[config.mk]
export PLATFORM = sky130hd
export DESIGN_NAME = fmc_isqrt
export DESIGN_NICKNAME = d
export VERILOG_FILES = /design/src/sv/fmc_pkg.sv /design/src/sv/fmc_isqrt.sv
export SDC_FILE = /design/constraint.sdc
export NUM_CORES = 2
export LEC_CHECK = 0
export BUFFER_PORTS_ARGS = -buffer_cell sky130_fd_sc_hd__buf_4
export CAP_MARGIN = 20
export CELL_PAD_IN_SITES_DETAIL_PLACEMENT = 0
export CELL_PAD_IN_SITES_GLOBAL_PLACEMENT = 1
export CORE_MARGIN = 3
export CORE_UTILIZATION = 47
export CTS_BUF_LIST = sky130_fd_sc_hd__clkbuf_2 sky130_fd_sc_hd__clkbuf_4 sky130_fd_sc_hd__clkbuf_8
export CTS_CLUSTER_DIAMETER = 40
export DETAILED_ROUTE_END_ITERATION = 12
export PLACE_DENSITY = 0.8
export SETUP_SLACK_MARGIN = 0.2
export SKIP_LAST_GASP = 1
export SYNTH_ARGS = -nofsm -noshare
export SYNTH_HDL_FRONTEND = slang
export SYNTH_MEMORY_MAX_BITS = 65536
export SYNTH_SLANG_ARGS = --single-unit
[constraint.sdc]
create_clock -name clk -period 3.5 [get_ports clk]
set_input_delay 0.7 -clock clk [delete_from_list [all_inputs] [get_ports clk]]
set_output_delay 0.7 -clock clk [all_outputs]
set_load 0.01 [all_outputs]
[src/sv/fmc_pkg.sv]
`timescale 1ns / 1ps
`default_nettype none

package fmc_pkg;

	localparam int FRAC_BITS   = 20;
	localparam int FIELD_WIDTH = 24;

	localparam int GAIN_W = 16;
	localparam int GRAY_W = 8;
	localparam int PIX_W  = 8;

	localparam int CFG_IDX_W  = 3;
	localparam int CFG_DATA_W = GAIN_W;

	// square root: one result bit per stage
	localparam int ROOT_W      = FIELD_WIDTH;
	localparam int RAD_W       = 2 * FIELD_WIDTH;
	localparam int REM_W       = ROOT_W + 2;
	localparam int SQRT_STAGES = ROOT_W;

	// unsigned channel: gain * root, then base and rounding
	localparam int PROD_W  = GAIN_W + ROOT_W;
	localparam int SUM_W   = ((PROD_W > GRAY_W + FRAC_BITS) ? PROD_W : GRAY_W + FRAC_BITS) + 1;
	// signed channel: gain * rho, then base and rounding
	localparam int GPROD_W = GAIN_W + 1 + FIELD_WIDTH;
	localparam int GSUM_W  = ((GPROD_W > GRAY_W + FRAC_BITS + 1) ?
	                          GPROD_W : GRAY_W + FRAC_BITS + 1) + 1;

	localparam logic [FRAC_BITS-1:0] HALF_ULP = {1'b1, {(FRAC_BITS-1){1'b0}}};

	// three front stages, the root stages, product stage, output register
	localparam int LATENCY = 3 + SQRT_STAGES + 2;

	typedef enum logic [1:0] {
		CELL_ORDINARY = 2'd0,
		CELL_METAL    = 2'd1,
		CELL_BOUNDARY = 2'd2,
		CELL_BORDER   = 2'd3
	} kind_t;

	typedef enum logic [CFG_IDX_W-1:0] {
		REG_EFIELD_GAIN  = 3'd0,
		REG_CHARGE_GAIN  = 3'd1,
		REG_CURRENT_GAIN = 3'd2,
		REG_METAL_GRAY   = 3'd3,
		REG_BORDER_GRAY  = 3'd4
	} reg_idx_t;

	typedef struct packed {
		kind_t                          cell_kind;
		logic signed [FIELD_WIDTH-1:0]  efield_x;
		logic signed [FIELD_WIDTH-1:0]  efield_y;
		logic signed [FIELD_WIDTH-1:0]  charge_density;
		logic signed [FIELD_WIDTH-1:0]  current_x;
		logic signed [FIELD_WIDTH-1:0]  current_y;
	} item_t;

	typedef struct packed {
		logic [PIX_W-1:0] red;
		logic [PIX_W-1:0] green;
		logic [PIX_W-1:0] blue;
	} pixel_t;

	typedef struct packed {
		logic [GAIN_W-1:0] efield_gain;
		logic [GAIN_W-1:0] charge_gain;
		logic [GAIN_W-1:0] current_gain;
		logic [GRAY_W-1:0] metal_gray;
		logic [GRAY_W-1:0] border_gray;
	} cfg_t;

	// words that ride alongside the root pipeline
	typedef struct packed {
		logic [GRAY_W-1:0] base;
		logic [PIX_W-1:0]  green;
	} side_t;

	typedef struct packed {
		logic [REM_W-1:0]  rem;
		logic [ROOT_W-1:0] root;
	} sqrt_st_t;

	function automatic logic [FIELD_WIDTH-1:0] abs_field(logic signed [FIELD_WIDTH-1:0] v);
		logic [FIELD_WIDTH-1:0] neg;
		neg = unsigned'(-v);
		return v[FIELD_WIDTH-1] ? neg : unsigned'(v);
	endfunction

	// one digit of the restoring square root
	function automatic sqrt_st_t sqrt_step(logic [REM_W-1:0] rem, logic [ROOT_W-1:0] root,
	                                       logic [1:0] pair);
		logic [REM_W+1:0] acc;
		logic [REM_W+1:0] trial;
		sqrt_st_t         nxt;
		acc   = {rem, pair};
		trial = {2'b00, root, 2'b01};
		if (acc >= trial) begin
			nxt.rem  = REM_W'(acc - trial);
			nxt.root = {root[ROOT_W-2:0], 1'b1};
		end else begin
			nxt.rem  = acc[REM_W-1:0];
			nxt.root = {root[ROOT_W-2:0], 1'b0};
		end
		return nxt;
	endfunction

	function automatic logic [PIX_W-1:0] sat_u(logic [SUM_W-1:0] t);
		if (|t[SUM_W-1:FRAC_BITS+PIX_W])
			return {PIX_W{1'b1}};
		return t[FRAC_BITS+PIX_W-1:FRAC_BITS];
	endfunction

	function automatic logic [PIX_W-1:0] sat_s(logic signed [GSUM_W-1:0] t);
		if (t[GSUM_W-1])
			return '0;
		if (|t[GSUM_W-2:FRAC_BITS+PIX_W])
			return {PIX_W{1'b1}};
		return t[FRAC_BITS+PIX_W-1:FRAC_BITS];
	endfunction

endpackage

`default_nettype wire

[src/sv/fmc_isqrt.sv]
`timescale 1ns / 1ps
`default_nettype none

module fmc_isqrt (
	input  wire                          clk,
	input  wire                          arst_n,
	input  wire                          vld_in,
	input  wire  fmc_pkg::side_t         side_in,
	input  wire  [fmc_pkg::RAD_W-1:0]    rad_e,
	input  wire  [fmc_pkg::RAD_W-1:0]    rad_a,
	output logic                         vld_out,
	output fmc_pkg::side_t               side_out,
	output logic [fmc_pkg::ROOT_W-1:0]   root_e,
	output logic [fmc_pkg::ROOT_W-1:0]   root_a
);
	import fmc_pkg::*;

	logic              vld_s    [SQRT_STAGES];
	side_t             side_s   [SQRT_STAGES];
	logic [ROOT_W-1:0] root_e_s [SQRT_STAGES];
	logic [ROOT_W-1:0] root_a_s [SQRT_STAGES];
	logic [REM_W-1:0]  rem_e_s  [SQRT_STAGES-1];
	logic [REM_W-1:0]  rem_a_s  [SQRT_STAGES-1];
	logic [RAD_W-1:0]  rad_e_s  [SQRT_STAGES-1];
	logic [RAD_W-1:0]  rad_a_s  [SQRT_STAGES-1];

	for (genvar k = 0; k < SQRT_STAGES; k++) begin : g_stage
		logic              vld_i;
		side_t             side_i;
		logic [ROOT_W-1:0] root_e_i, root_a_i;
		logic [REM_W-1:0]  rem_e_i, rem_a_i;
		logic [RAD_W-1:0]  rad_e_i, rad_a_i;
		sqrt_st_t          nxt_e, nxt_a;

		if (k == 0) begin : g_first
			assign vld_i    = vld_in;
			assign side_i   = side_in;
			assign root_e_i = '0;
			assign root_a_i = '0;
			assign rem_e_i  = '0;
			assign rem_a_i  = '0;
			assign rad_e_i  = rad_e;
			assign rad_a_i  = rad_a;
		end else begin : g_next
			assign vld_i    = vld_s[k-1];
			assign side_i   = side_s[k-1];
			assign root_e_i = root_e_s[k-1];
			assign root_a_i = root_a_s[k-1];
			assign rem_e_i  = rem_e_s[k-1];
			assign rem_a_i  = rem_a_s[k-1];
			assign rad_e_i  = rad_e_s[k-1];
			assign rad_a_i  = rad_a_s[k-1];
		end

		// radicand digits are taken from the top, two bits a stage
		assign nxt_e = sqrt_step(rem_e_i, root_e_i, rad_e_i[RAD_W-1-2*k -: 2]);
		assign nxt_a = sqrt_step(rem_a_i, root_a_i, rad_a_i[RAD_W-1-2*k -: 2]);

		always_ff @(posedge clk or negedge arst_n) begin
			if (!arst_n)
				vld_s[k] <= 1'b0;
			else
				vld_s[k] <= vld_i;
		end

		always_ff @(posedge clk) begin
			side_s[k]   <= side_i;
			root_e_s[k] <= nxt_e.root;
			root_a_s[k] <= nxt_a.root;
		end

		if (k < SQRT_STAGES - 1) begin : g_carry
			always_ff @(posedge clk) begin
				rem_e_s[k] <= nxt_e.rem;
				rem_a_s[k] <= nxt_a.rem;
				rad_e_s[k] <= rad_e_i;
				rad_a_s[k] <= rad_a_i;
			end
		end
	end

	assign vld_out  = vld_s[SQRT_STAGES-1];
	assign side_out = side_s[SQRT_STAGES-1];
	assign root_e   = root_e_s[SQRT_STAGES-1];
	assign root_a   = root_a_s[SQRT_STAGES-1];

endmodule

`default_nettype wire

==> impl_metrics.tcl <==
set metrics [dict create \
    port_buffers 179 \
    die_area_sq_mm 0.236 \
    hold_start "rad_e[37]" \
    setup_viol 19 \
    r2r-start "rem_e_s[0][190]$_DFF_P_" \
    synth-seq-cells 3238 \
    worst_pin_slew_ns 0.970 \
    power_density_mw_per_mm2 740 \
    hold_depth 2 \
    clk_pin_slew_ns 0.06 \
    r2r-end "rem_e_s[1][6]$_DFF_P_" \
    numCtsBuffers 555 \
    antenna_left 0 \
    fmax_mhz 272 \
    ir_drop_uv 418 \
    cp.required_ns 4.41 \
    post-route-drc-count 0 \
    wl_met3_um 8050 \
    slew_headroom 0.352 \
    startpoint "rem_e_s[0][190]$_DFF_P_" \
    grt_overflow_total 0 \
    critPathKind "reg2reg" \
    async_flop_share 0.00741 \
    wire_per_inst_um 13.9 \
    nets 11700 \
    drive_gt1_frac 0.136 \
    wl_met1_um 82900 \
    start_util 0.474 \
    wl_um 199000 \
    drt-initial-drc-count 2757 \
    finalClockSkew_ns 0.0712 \
    syn_area_sq_mm 0.108 \
    vias 69400 \
    rows 175 \
    final_area_sq_mm 0.128 \
    vias_per_cell 4.83 \
    grt_max_degree 44 \
    worstSetupStartpointType "flip-flop" \
    synth_top_area_cell "dfxtp_1" \
    status "finished with violations" \
    rsz0062_at_grt "true" \
    dp_hpwl_um 145000 \
    met2_length_um 99600 \
    min_period_ns 3.68 \
    avgSynthCellArea_sq_um 10.8 \
    area_growth_syn_to_layout_pct 18.4 \
    hold_violations 0 \
    worst_slack_ns -0.183 \
    boundaryPins 180 \
    root_buffer "clkbuf_8" \
    synth_edf_count 0 \
    rr_worst_depth 10 \
    grt_pass1_wl_um 327000 \
    grt_pass1_vias 70100 \
    cp.arrival_ns 4.60 \
    seq_area_frac_synth 0.600 \
    synth_cell_types 83 \
    crit_fanout 5 \
    leakage_nw 60.2 \
    r2r_slack_ns -0.18 \
    worst_skew_pair.late_latency_ns 1.09 \
    failed_checks "negative setup slack" \
    die_y_um 486 \
    syn_inst 10100 \
    drv_slew 0 \
    maxCapViolCount 0 \
    final.period_utilization 1.05 \
    end_kind "flip-flop" \
    hold_path_class "in2reg" \
    yosysTopAreaCellShare 0.594 \
    synthFlopType "dfxtp_1" \
    highest_layer "met4" \
    fin_util 0.562 \
    core_area_sq_mm 0.228 \
    ys_top_cells_by_area "dfxtp_1 59%, ha_1 7.5%, xor2_1 3.8%" \
    cts_sinks 3238 \
    yosysWarnings 0 \
    cts_tree "built" \
    track_usage 0.165 \
    gp_congestion 0.892 \
    die_w_um 486 \
    whs_ns 0.258 \
    min_to "rad_e_s[0][37]$_DFF_P_" \
    cts_buffer_depth 4 \
    h-tree-depth 6 \
    grt_antenna_before_repair 4 \
    drtPass1Iterations 6 \
    dpl_cell_area_sq_mm 0.114 \
]
-- cells by family (layout without fill, tap and decap cells) --
logic type	Yosys count	after routing	share of synthesized area
flip-flops	3238	3238	0.600
multiplexers	83	83	0.00839
AO/OA/AOI/OAI	1792	1792	0.101
adder cells (fa/ha/maj)	652	652	0.0753
XOR/XNOR	912	912	0.0738
AND/OR/NAND/NOR	2433	2433	0.109
buffers and inverters	954	2237	0.0331
other	1	8	0.0000346
-- placed cells by master (no fill, tap or decap), types with 34 or more instances in the layout --
master / count
nor2_1: 508
nor2b_1: 111
and3_1: 41
a31oi_1: 34
dlygate4sd3_1: 117
nand3_1: 126
o21bai_1: 49
o31ai_1: 61
or3_1: 100
clkbuf_8: 668
ha_1: 646
nand4_1: 86
a21o_1: 219
o21ai_0: 541
nor4_1: 104
inv_1: 815
clkinv_2: 62
or4_1: 49
nand2_1: 740
nor3_1: 227
clkbuf_4: 127
buf_4: 333
xnor2_1: 448
nand2b_1: 141
mux2_2: 60
dfxtp_1: 3206
o21a_1: 129
a21oi_1: 501
xor2_1: 464
or2_2: 47
-- metal layers --
metal	track usage	vias up
met2	0.298	1318
met4	0.0853	0
met3	0.0336	523
li1	-	35800
met5	0	-
met1	0.181	31800
-- report_power, final --
group / switching (W) / total, W / internal [W]
logic: 0.00685 / 0.0132 / 0.00634
registers: 0.00393 / 0.0465 / 0.0426
clock network: 0.0142 / 0.0352 / 0.0210
-- state kept, by name, summed over array words and instances, names as in the netlist --
name,flops
rem_a_s,563
rem_e_s,563
rad_a_s,552
side_s,384
vld_out,1
root_e_s,300
rad_e_s,552
g_stage.vld_i,23
root_a_s,300
-- how the worst max path moves through the flow --
stage | end | slack [ns] | cells after the start
floorplan | rem_e_s[1][17]$_DFF_P_ | -0.12 | 12
global placement | rem_e_s[1][9]$_DFF_P_ | -0.15 | 10
detailed placement | rem_e_s[1][6]$_DFF_P_ | -0.19 | 10
CTS | rem_e_s[1][6]$_DFF_P_ | -0.19 | 10
global route | rem_e_s[1][25]$_DFF_P_ | -0.27 | 11
finish | rem_e_s[1][6]$_DFF_P_ | -0.18 | 10
-- final cells by class --
| type | count | area, sq um |
|---|---|---|
| Tap cell | 3009 | 3760 |
| Antenna cell | 6 | 15.0 |
| Timing Repair Buffer | 474 | 4120 |
| Sequential cell | 3238 | 65000 |
| Clock buffer | 795 | 10100 |
| Multi-Input combinational cell | 5874 | 40500 |
| Clock inverter | 152 | 1750 |
| Inverter | 816 | 3060 |
| Fill cell | 19400 | 100000 |
-- worst max-delay path, cell delays in order (launching register included) --
cell      delay, ns
dfxtp_2        0.32
or3_4          0.38
or2_1          0.24
or4_4          0.42
or3_4          0.34
or3_4          0.34
or3_4          0.34
or3_4          0.34
a2111o_1       0.36
buf_6          0.16
mux2_1         0.32
-- metrics by stage --
stage / instances / power [W] / worst slack [ns] / setup TNS (ns)
global route: 14400 / 0.100 / -0.268 / -4.25
finish: 14400 / 0.0949 / -0.183 / -1.95
CTS: 14300 / 0.0961 / -0.189 / -1.87
global placement: 13300 / 0.0596 / -0.152 / -1.96
detailed placement: 13300 / 0.0600 / -0.191 / -2.11
floorplan: 10100 / 0.0559 / -0.120 / -1.32
-- synthesized netlist by cell type (all sizes together) (17+ instances only) --
library cell and count:
o21bai 51, a31oi 37, nor2 520, inv 815, nand4 86, o31ai 70, or3 105, mux2 62
or2 49, or4 53, a21o 219, clkbuf 131, o211ai 17, a21oi 512, and3 41, dfxtp 3214
nand3 127, xor2 464, o21a 129, nand2b 142, mux2i 21, ha 652, a211oi 32, o21ai 573
nor2b 115, nand2 742, xnor2 448, nor4 116, dfrtp 24, and2 27, a21boi 18, nand3b 18
nor3 239
-- timing repair --
action | CTS | global route
endpoints found under the setup margin | 52 | 313
hold endpoints to repair | 139 | 0
gates resized for setup | 29 | 136
pin swaps | 11 | 25
cloned | 1 | 4
setup buffers | 6 | 20
hold buffers | 117 | 0
Power figures use the tool's default switching activity.
