<file path="src/sv/fmc_pkg.sv">
`timescale 1ns / 1ps
`default_nettype none

package fmc_pkg;

	localparam int FRAC_BITS   = 20;
	localparam int FIELD_WIDTH = 24;

	localparam int GAIN_W = 16;
	localparam int GRAY_W = 8;
	localparam int PIX_W  = 8;

	localparam int CFG_IDX_W  = 3;
	localparam int CFG_DATA_W = GAIN_W;

	// square root: one result bit per stage
	localparam int ROOT_W      = FIELD_WIDTH;
	localparam int RAD_W       = 2 * FIELD_WIDTH;
	localparam int REM_W       = ROOT_W + 2;
	localparam int SQRT_STAGES = ROOT_W;

	// unsigned channel: gain * root, then base and rounding
	localparam int PROD_W  = GAIN_W + ROOT_W;
	localparam int SUM_W   = ((PROD_W > GRAY_W + FRAC_BITS) ? PROD_W : GRAY_W + FRAC_BITS) + 1;
	// signed channel: gain * rho, then base and rounding
	localparam int GPROD_W = GAIN_W + 1 + FIELD_WIDTH;
	localparam int GSUM_W  = ((GPROD_W > GRAY_W + FRAC_BITS + 1) ?
	                          GPROD_W : GRAY_W + FRAC_BITS + 1) + 1;

	localparam logic [FRAC_BITS-1:0] HALF_ULP = {1'b1, {(FRAC_BITS-1){1'b0}}};

	// three front stages, the root stages, product stage, output register
	localparam int LATENCY = 3 + SQRT_STAGES + 2;

	typedef enum logic [1:0] {
		CELL_ORDINARY = 2'd0,
		CELL_METAL    = 2'd1,
		CELL_BOUNDARY = 2'd2,
		CELL_BORDER   = 2'd3
	} kind_t;

	typedef enum logic [CFG_IDX_W-1:0] {
		REG_EFIELD_GAIN  = 3'd0,
		REG_CHARGE_GAIN  = 3'd1,
		REG_CURRENT_GAIN = 3'd2,
		REG_METAL_GRAY   = 3'd3,
		REG_BORDER_GRAY  = 3'd4
	} reg_idx_t;

	typedef struct packed {
		kind_t                          cell_kind;
		logic signed [FIELD_WIDTH-1:0]  efield_x;
		logic signed [FIELD_WIDTH-1:0]  efield_y;
		logic signed [FIELD_WIDTH-1:0]  charge_density;
		logic signed [FIELD_WIDTH-1:0]  current_x;
		logic signed [FIELD_WIDTH-1:0]  current_y;
	} item_t;

	typedef struct packed {
		logic [PIX_W-1:0] red;
		logic [PIX_W-1:0] green;
		logic [PIX_W-1:0] blue;
	} pixel_t;

	typedef struct packed {
		logic [GAIN_W-1:0] efield_gain;
		logic [GAIN_W-1:0] charge_gain;
		logic [GAIN_W-1:0] current_gain;
		logic [GRAY_W-1:0] metal_gray;
		logic [GRAY_W-1:0] border_gray;
	} cfg_t;

	// words that ride alongside the root pipeline
	typedef struct packed {
		logic [GRAY_W-1:0] base;
		logic [PIX_W-1:0]  green;
	} side_t;

	typedef struct packed {
		logic [REM_W-1:0]  rem;
		logic [ROOT_W-1:0] root;
	} sqrt_st_t;

	function automatic logic [FIELD_WIDTH-1:0] abs_field(logic signed [FIELD_WIDTH-1:0] v);
		logic [FIELD_WIDTH-1:0] neg;
		neg = unsigned'(-v);
		return v[FIELD_WIDTH-1] ? neg : unsigned'(v);
	endfunction

	// one digit of the restoring square root
	function automatic sqrt_st_t sqrt_step(logic [REM_W-1:0] rem, logic [ROOT_W-1:0] root,
	                                       logic [1:0] pair);
		logic [REM_W+1:0] acc;
		logic [REM_W+1:0] trial;
		sqrt_st_t         nxt;
		acc   = {rem, pair};
		trial = {2'b00, root, 2'b01};
		if (acc >= trial) begin
			nxt.rem  = REM_W'(acc - trial);
			nxt.root = {root[ROOT_W-2:0], 1'b1};
		end else begin
			nxt.rem  = acc[REM_W-1:0];
			nxt.root = {root[ROOT_W-2:0], 1'b0};
		end
		return nxt;
	endfunction

	function automatic logic [PIX_W-1:0] sat_u(logic [SUM_W-1:0] t);
		if (|t[SUM_W-1:FRAC_BITS+PIX_W])
			return {PIX_W{1'b1}};
		return t[FRAC_BITS+PIX_W-1:FRAC_BITS];
	endfunction

	function automatic logic [PIX_W-1:0] sat_s(logic signed [GSUM_W-1:0] t);
		if (t[GSUM_W-1])
			return '0;
		if (|t[GSUM_W-2:FRAC_BITS+PIX_W])
			return {PIX_W{1'b1}};
		return t[FRAC_BITS+PIX_W-1:FRAC_BITS];
	endfunction

endpackage

`default_nettype wire

</file>
<file path="src/sv/fmc_cfg_regs.sv">
`timescale 1ns / 1ps
`default_nettype none

module fmc_cfg_regs (
	input  wire                             clk,
	input  wire                             arst_n,
	input  wire                             cfg_we,
	input  wire  [fmc_pkg::CFG_IDX_W-1:0]   cfg_index,
	input  wire  [fmc_pkg::CFG_DATA_W-1:0]  cfg_data,
	output fmc_pkg::cfg_t                   cfg
);
	import fmc_pkg::*;

	cfg_t cfg_q;

	always_ff @(posedge clk or negedge arst_n) begin
		if (!arst_n) begin
			cfg_q.efield_gain  <= GAIN_W'(2000);
			cfg_q.charge_gain  <= GAIN_W'(200);
			cfg_q.current_gain <= GAIN_W'(200);
			cfg_q.metal_gray   <= GRAY_W'(100);
			cfg_q.border_gray  <= GRAY_W'(150);
		end else if (cfg_we) begin
			case (reg_idx_t'(cfg_index))
				REG_EFIELD_GAIN:  cfg_q.efield_gain  <= cfg_data[GAIN_W-1:0];
				REG_CHARGE_GAIN:  cfg_q.charge_gain  <= cfg_data[GAIN_W-1:0];
				REG_CURRENT_GAIN: cfg_q.current_gain <= cfg_data[GAIN_W-1:0];
				REG_METAL_GRAY:   cfg_q.metal_gray   <= cfg_data[GRAY_W-1:0];
				REG_BORDER_GRAY:  cfg_q.border_gray  <= cfg_data[GRAY_W-1:0];
				default: ;
			endcase
		end
	end

	assign cfg = cfg_q;

endmodule

`default_nettype wire

</file>
<file path="config.mk">
export PLATFORM = sky130hd
export DESIGN_NAME = fmc_cfg_regs
export DESIGN_NICKNAME = d
export VERILOG_FILES = /design/src/sv/fmc_pkg.sv /design/src/sv/fmc_cfg_regs.sv
export SDC_FILE = /design/constraint.sdc
export NUM_CORES = 1
export LEC_CHECK = 0
export ABC_AREA = 1
export BUFFER_PORTS_ARGS = -buffer_cell sky130_fd_sc_hd__clkbuf_2
export CORE_MARGIN = 2
export CORE_UTILIZATION = 40
export CTS_BUF_LIST = sky130_fd_sc_hd__clkbuf_16
export DETAILED_ROUTE_END_ITERATION = 10
export PLACE_DENSITY = 0.66
export SLEW_MARGIN = 40
export SYNTH_ARGS = -nofsm -noshare
export SYNTH_HDL_FRONTEND = slang
export SYNTH_SLANG_ARGS = --single-unit
</file>
<file path="constraint.sdc">
create_clock -name clk -period 1.4 [get_ports clk]
set_input_delay 0.21 -clock clk [delete_from_list [all_inputs] [get_ports clk]]
set_output_delay 0.21 -clock clk [all_outputs]
set_load 0.005 [all_outputs]
</file>
==> summary.md, run 1 <==
| Metric | Value |
|---|---|
| GRT overflow | 0 |
| Max Slew Vio Count | 0 |
| FP Rows | 29 |
| CP Launch Type | flop |
| Total CTS buffers | 9 |
| Dpl cell area | 3150 um^2 |
| Placed Cells | 445 |
| Fin area | 3420 um^2 |
| Hold wc startpoint | cfg_data[8] |
| Post-Route WL | 6550 um |
| Area share of the largest cell type after synthesis | 0.430 |
| Synth area leader | dfrtp_1 |
| Hold Slack | 0.127 ns |
| R2R cell count | 2 |
| Setup Buffers After CTS | 0 |
| Drc violations | 0 |
| Synth area leaders | dfrtp_1, nand2_1, dfstp_2 |
| Cts repair resizes | 0 |
| Critical path type | reg2out |
| Synthesized net count | 309 |
| # hold bufs at CTS | 1 |
| HPWL after DPL | 4480 um |
| DR vias | 2,272 |
| Highest clock rate | 846 MHz |
| CP cell instances | clkbuf_2 |
| R2R Path Start | cfg[57] |
| Crit path required time | 1.19 ns |
| Fin cells | 462 |
| Clock Latency Late Sink | 0.33 ns |
| Vias in the first global route | 2,170 |
| Number of port buffers | 85 |
| CTS Root Cell | clkbuf_16 |
| Maximum root-to-sink buffer count | 2 |
| Pwr dens | 1550 nW/um^2 |
| Area Growth Syn to Fin | 30.6% |
| Largest net degree at the start of global routing | 65 |
| CP arrival | 0.97 ns |
| R2R Path End | cfg[57] |
| Initial Util | 0.412 |
| Leakage | 0.00193 uW |
| Unrepaired setup endpoints after global routing | false |
| Buf/Inv on CP | 1 |
| WL/cell | 14.2 um |
| Total number of yosys warnings | 0 |
| Total Die Area | 7210 um^2 |
| CP peak stage delay | 0.54 ns |
| Reg2Reg Setup Slack | 0.67 ns |
| Critical path's slowest cell | dfstp_2 |
| Fin util | 0.539 |
| Min-Delay Path Depth | 3 |
| Setup violations, final | 0 |
| Inserted Diodes | 0 |
| Final hold vios | 0 |
| HP Class | in2reg |
| Antenna Nets Post-Route | 0 |
| Number of flip-flops in the largest register | 64 |
| Commonest non-fill, non-tap cell in the layout | nand2_1 |
| DR iter-0 viols | 79 |
| Most frequent cells in the layout | nand2_1, clkbuf_2, nand3_1, dfrtp_1, dfstp_2 |
| CTS tree | done |
| Max-Cap Viols | 0 |
| NumNets Final | 402 |
| First drt pass iteration count | 5 |
| Status | complete, no violations |
| Initial antenna violation count | 0 |
| First-pass GRT wire length | 10,600 um |
| Core area | 6350 um^2 |
| Die H | 84.9 um |
| H-Tree Depth | 3 |
| CP max FO | 2 |
| Final RePlAce weighted congestion | 0.771 |
| Fill cells | 608 |
| Max-slew headroom | 0.773 |
| Mapped cell area | 2620 um^2 |
| Setup Total Neg Slack | 0 ns |
| Final Cycle Share | 0.844 |
| GRT Overall Usage | 0.189 |
| Post-Synthesis Cells | 287 |
| Layout cells sized above 1 | 0.345 |
| Fin Clk Skew | 0 ns |
| Netlist cell types | 17 |
| Top-Level Pins | 86 |
| Clock Pin Slew Worst Setup and Hold Paths | 0.05 ns |
| Tmin final | 1.18 ns |
| Slew @ Worst Pin | 0.341 ns |
| Seq cells post-synth | 64 |
| WHS Endpoint | cfg[56] |
| Sequential fraction of the synthesis area | 0.621 |
| DIE WIDTH | 84.9 um |
| Via density per instance | 4.92 |
| Delay-heaviest family, CP | flip-flops |
| Maximum vdd drop | 0.747 mV |
| CP endpoint kind | output pin |
| Clock Sinks | 64 |
| Synth Area per Inst | 9.12 um^2 |
## cell families (layout without fill, tap and decap cells)
group         after synthesis  count (layout)  synth area share
simple gates              205             205             0.338
flops                      64              64             0.621
buf+inv                    18             116            0.0411
## cells in the mapped netlist, drive strengths merged
cell and n:
buf 11, clkinv 1, nand2 144, nand3 56, clkbuf 1, dfrtp 45, inv 5, nor2 5
dfstp 19
## area by class of cell
type / count / area, um^2 / area share
clock buffer: 9 / 225 / 0.0658
clock inverter: 7 / 32.5 / 0.00951
inverter: 6 / 22.5 / 0.00658
multi-input combinational: 205 / 886 / 0.259
sequential: 64 / 1630 / 0.475
tap: 77 / 96.3 / 0.0282
timing repair buffer: 94 / 533 / 0.156
## through the flow
step | setup WS, ns | total power (uW)
detailed placement | 0.191 | 3430
CTS | 0.213 | 5370
floorplan | 0.464 | 2860
finish | 0.218 | 5310
global route | 0.194 | 5590
global placement | 0.239 | 3410
## layer usage
metal / global-route usage / vias up / wire length, um
met4: 0.0693 / 0 / 133
met3: 0.0525 / 17 / 411
li1: - / 1097 / -
met5: 0 / - / 0
met2: 0.278 / 88 / 2880
met1: 0.267 / 1070 / 3130
## report_power, final
part	switching [uW]	internal [uW]
logic	492	418
clock network	760	1160
registers	205	2280
## worst max-delay path by stage
| stage | from | to | slack, ns | cells after the start |
|---|---|---|---|---|
| floorplan | cfg_index[0] | cfg[48] | 0.46 | 5 |
| global placement | cfg_index[0] | cfg[36] | 0.24 | 6 |
| detailed placement | cfg_index[0] | cfg[44] | 0.19 | 6 |
| CTS | cfg[39] | cfg[39] | 0.21 | 1 |
| global route | cfg[57] | cfg[57] | 0.19 | 1 |
| finish | cfg[1] | cfg[1] | 0.22 | 1 |
Note: power is estimated with default switching activity, not from simulation.
==> run 2: changes to the inputs <==
Settings changed: PLACE_DENSITY 0.66 to 0.68.
Clock period 1.4 ns to 1.04 ns, I/O delays scaled along.
==> run 2 against run 1 <==
- the flow now finishes with violations (negative setup slack)
- non-clock buffer count rose by 8
- global-route usage increased by 0.90 points
- via count rose by 2.5%
- setup slack lost 0.30 ns
- sequential share of layout area down 1.7 points
- hold slack lost 0.062 ns
- largest cell class unchanged
- core utilization is 2.0 points higher
- final area increased by 3.7%
- register-to-register slack lost 0.43 ns
- count of clock-buffer cells in the layout unchanged
==> summary.md, run 2 (synthesized netlist as in run 1, its figures left out) <==
| Metric | Value |
|---|---|
| Most frequent cells in the layout | nand2_1, clkbuf_2, nand3_1, dfrtp_1, dfstp_2 |
| Initial antenna violation count | 0 (unchanged) |
| Fin cells | 470 (+1.7%) |
| Critical path type | reg2out |
| Clock Pin Slew Worst Setup and Hold Paths | 0.05 ns (about the same) |
| Final RePlAce weighted congestion | 0.768 (-0.45%) |
| Number of port buffers | 85 (unchanged) |
| DR iter-0 viols | 104 (+32%) |
| DR vias | 2,329 (+2.5%) |
| Total CTS buffers | 9 (unchanged) |
| Maximum root-to-sink buffer count | 2 (unchanged) |
| CP Launch Type | flop |
| Critical Path End | cfg[14] |
| Post-Route WL | 6710 um (+2.4%) |
| Area Growth Syn to Fin | 35.5% |
| Core area | 6350 um^2 (unchanged) |
| FP Rows | 29 (unchanged) |
| WL/cell | 14.3 um (+0.70%) |
| Via density per instance | 4.96 (+0.76%) |
| Maximum vdd drop | 1.32 mV (+76%) |
| Placed Cells | 449 (+0.90%) |
| Buf/Inv on CP | 1 (unchanged) |
| R2R cell count | 3 (+1) |
| Delay-heaviest family, CP | flip-flops |
| Max-slew headroom | 0.765 (-0.00773) |
| Clock Sinks | 64 (unchanged) |
| Setup Total Neg Slack | -1.37 ns (-1.37 ns) |
| HPWL after DPL | 4590 um (+2.4%) |
| Pwr dens | 2130 nW/um^2 (+37%) |
| Largest net degree at the start of global routing | 65 (unchanged) |
| R2R Path End | cfg[55] |
| Top-Level Pins | 86 (unchanged) |
| Max Slew Vio Count | 0 (unchanged) |
| CP cell instances | clkbuf_2 |
| CP startpoint | cfg[14] |
| Worst path depth | 1 (unchanged) |
| Hold Slack | 0.0653 ns (-0.0619 ns) |
| Tmin final | 1.12 ns |
| Total Die Area | 7210 um^2 (unchanged) |
| Layout cells sized above 1 | 0.364 (+0.0184) |
| Antenna Nets Post-Route | 0 (unchanged) |
| Commonest non-fill, non-tap cell in the layout | nand2_1 |
| Status | finished, violations left |
| H-Tree Depth | 3 (unchanged) |
| Critical path's slowest cell | dfstp_2 |
| Final Cycle Share | 1.08 |
| Die H | 84.9 um (unchanged) |
| R2R Path Start | cfg[55] |
| CP peak stage delay | 0.53 ns (about the same) |
| Clock Latency Late Sink | 0.32 ns (about the same) |
| First drt pass iteration count | 4 (-1) |
| GRT Overall Usage | 0.198 (+0.00905) |
| HP Class | in2reg |
| CP arrival | 0.97 ns (about the same) |
| Highest clock rate | 891 MHz |
| Setup violations, final | 19 (+19) |
| NumNets Final | 410 (+2.0%) |
| First-pass GRT wire length | 11,000 um (+4.0%) |
| CP endpoint kind | output pin |
| CP max FO | 2 (unchanged) |
| DIE WIDTH | 84.9 um (unchanged) |
| CTS tree | done |
| Failing checks | negative setup slack |
| CTS Root Cell | clkbuf_16 |
| Fill cells | 604 (-0.66%) |
| Number of flip-flops in the largest register | 64 (unchanged) |
| Vias in the first global route | 2,231 (+2.8%) |
| GRT overflow | 0 (unchanged) |
| Reg2Reg Setup Slack | 0.24 ns (-0.43 ns) |
| Slew @ Worst Pin | 0.351 ns (+0.0104 ns) |
| Drc violations | 0 (unchanged) |
| Leakage | 0.00198 uW (+2.6%) |
| Inserted Diodes | 0 (unchanged) |
| Final hold vios | 0 (unchanged) |
| Crit path required time | 0.88 ns (-0.31 ns) |
| Unrepaired setup endpoints after global routing | true |
| Initial Util | 0.412 (unchanged) |
| Max-Cap Viols | 0 (unchanged) |
| Fin Clk Skew | 0 ns (unchanged) |
| Final WS setup | -0.0824 ns (-0.300 ns) |
==> run 2: cell types whose count changed in the layout (fill, tap and decap cells not counted), sizes merged <==
cell and change:
clkinvlp +1, bufinv +1, clkbuf -9, clkinv +1
inv -3, buf +17
==> run 2: worst reg2reg max path, stage by stage (launching register included) <==
cell	delay (ns)
dfstp_2	0.52
buf_4	0.10
nand2_1	0.04
nand2_1	0.08
==> run 2: worst min path at each step <==
stage / from / end / slack (ns) / cells past startpoint
3_5_place_dp: arst_n / cfg[15] / 0.20 / 2
5_1_grt: cfg_data[8] / cfg[56] / 0.08 / 3
4_1_cts: cfg_data[10] / cfg[58] / 0.06 / 3
3_3_place_gp: arst_n / cfg[15] / 0.19 / 2
6_report: cfg_data[10] / cfg[58] / 0.07 / 3
2_1_floorplan: arst_n / cfg[0] / -0.14 / 0
==> run 2: timing repair <==
item                                   in CTS  in global routing
setup endpoints to repair                  19                 19
endpoints found under the hold margin      45                  0
resized for setup                           0                 13
setup buffers                               3                  1
hold buffers                                1                  0
==> run 2: final cells by class <==
class,instances,area [um^2],area share
clock buffers,9,225,0.0635
well taps,77,96.3,0.0272
clock inverters,7,62.6,0.0176
inverters,6,22.5,0.00635
flip-flops and latches,64,1630,0.458
repair buffers,102,631,0.178
multi-input cells,205,886,0.250
==> run 2: report_power, final <==
part | total (uW) | switching [uW] | internal, uW | leakage, uW
Clock | 2860 | 1040 | 1830 | 0.000136
Sequential | 3350 | 283 | 3060 | 0.000765
Combinational | 1340 | 677 | 666 | 0.00108
==> run 2: metrics by stage <==
stage	util	area (um^2)	worst slack (ns)	power, uW
after CTS	0.550	3490	-0.0964	7550
final	0.559	3550	-0.0824	7550
after detailed placement	0.499	3170	-0.0599	4630
after global placement	0.499	3170	-0.0179	4590
after global routing	0.559	3550	-0.104	7930
after floorplan	-	2620	0.158	3850
==> run 2: routing by layer <==
layer | share of wire | global-route usage | up-vias
met5 | 0 | 0 | -
met4 | 0.017 | 0.0909 | 0
met3 | 0.056 | 0.0457 | 12
met2 | 0.46 | 0.295 | 84
met1 | 0.46 | 0.275 | 1120
li1 | - | - | 1113
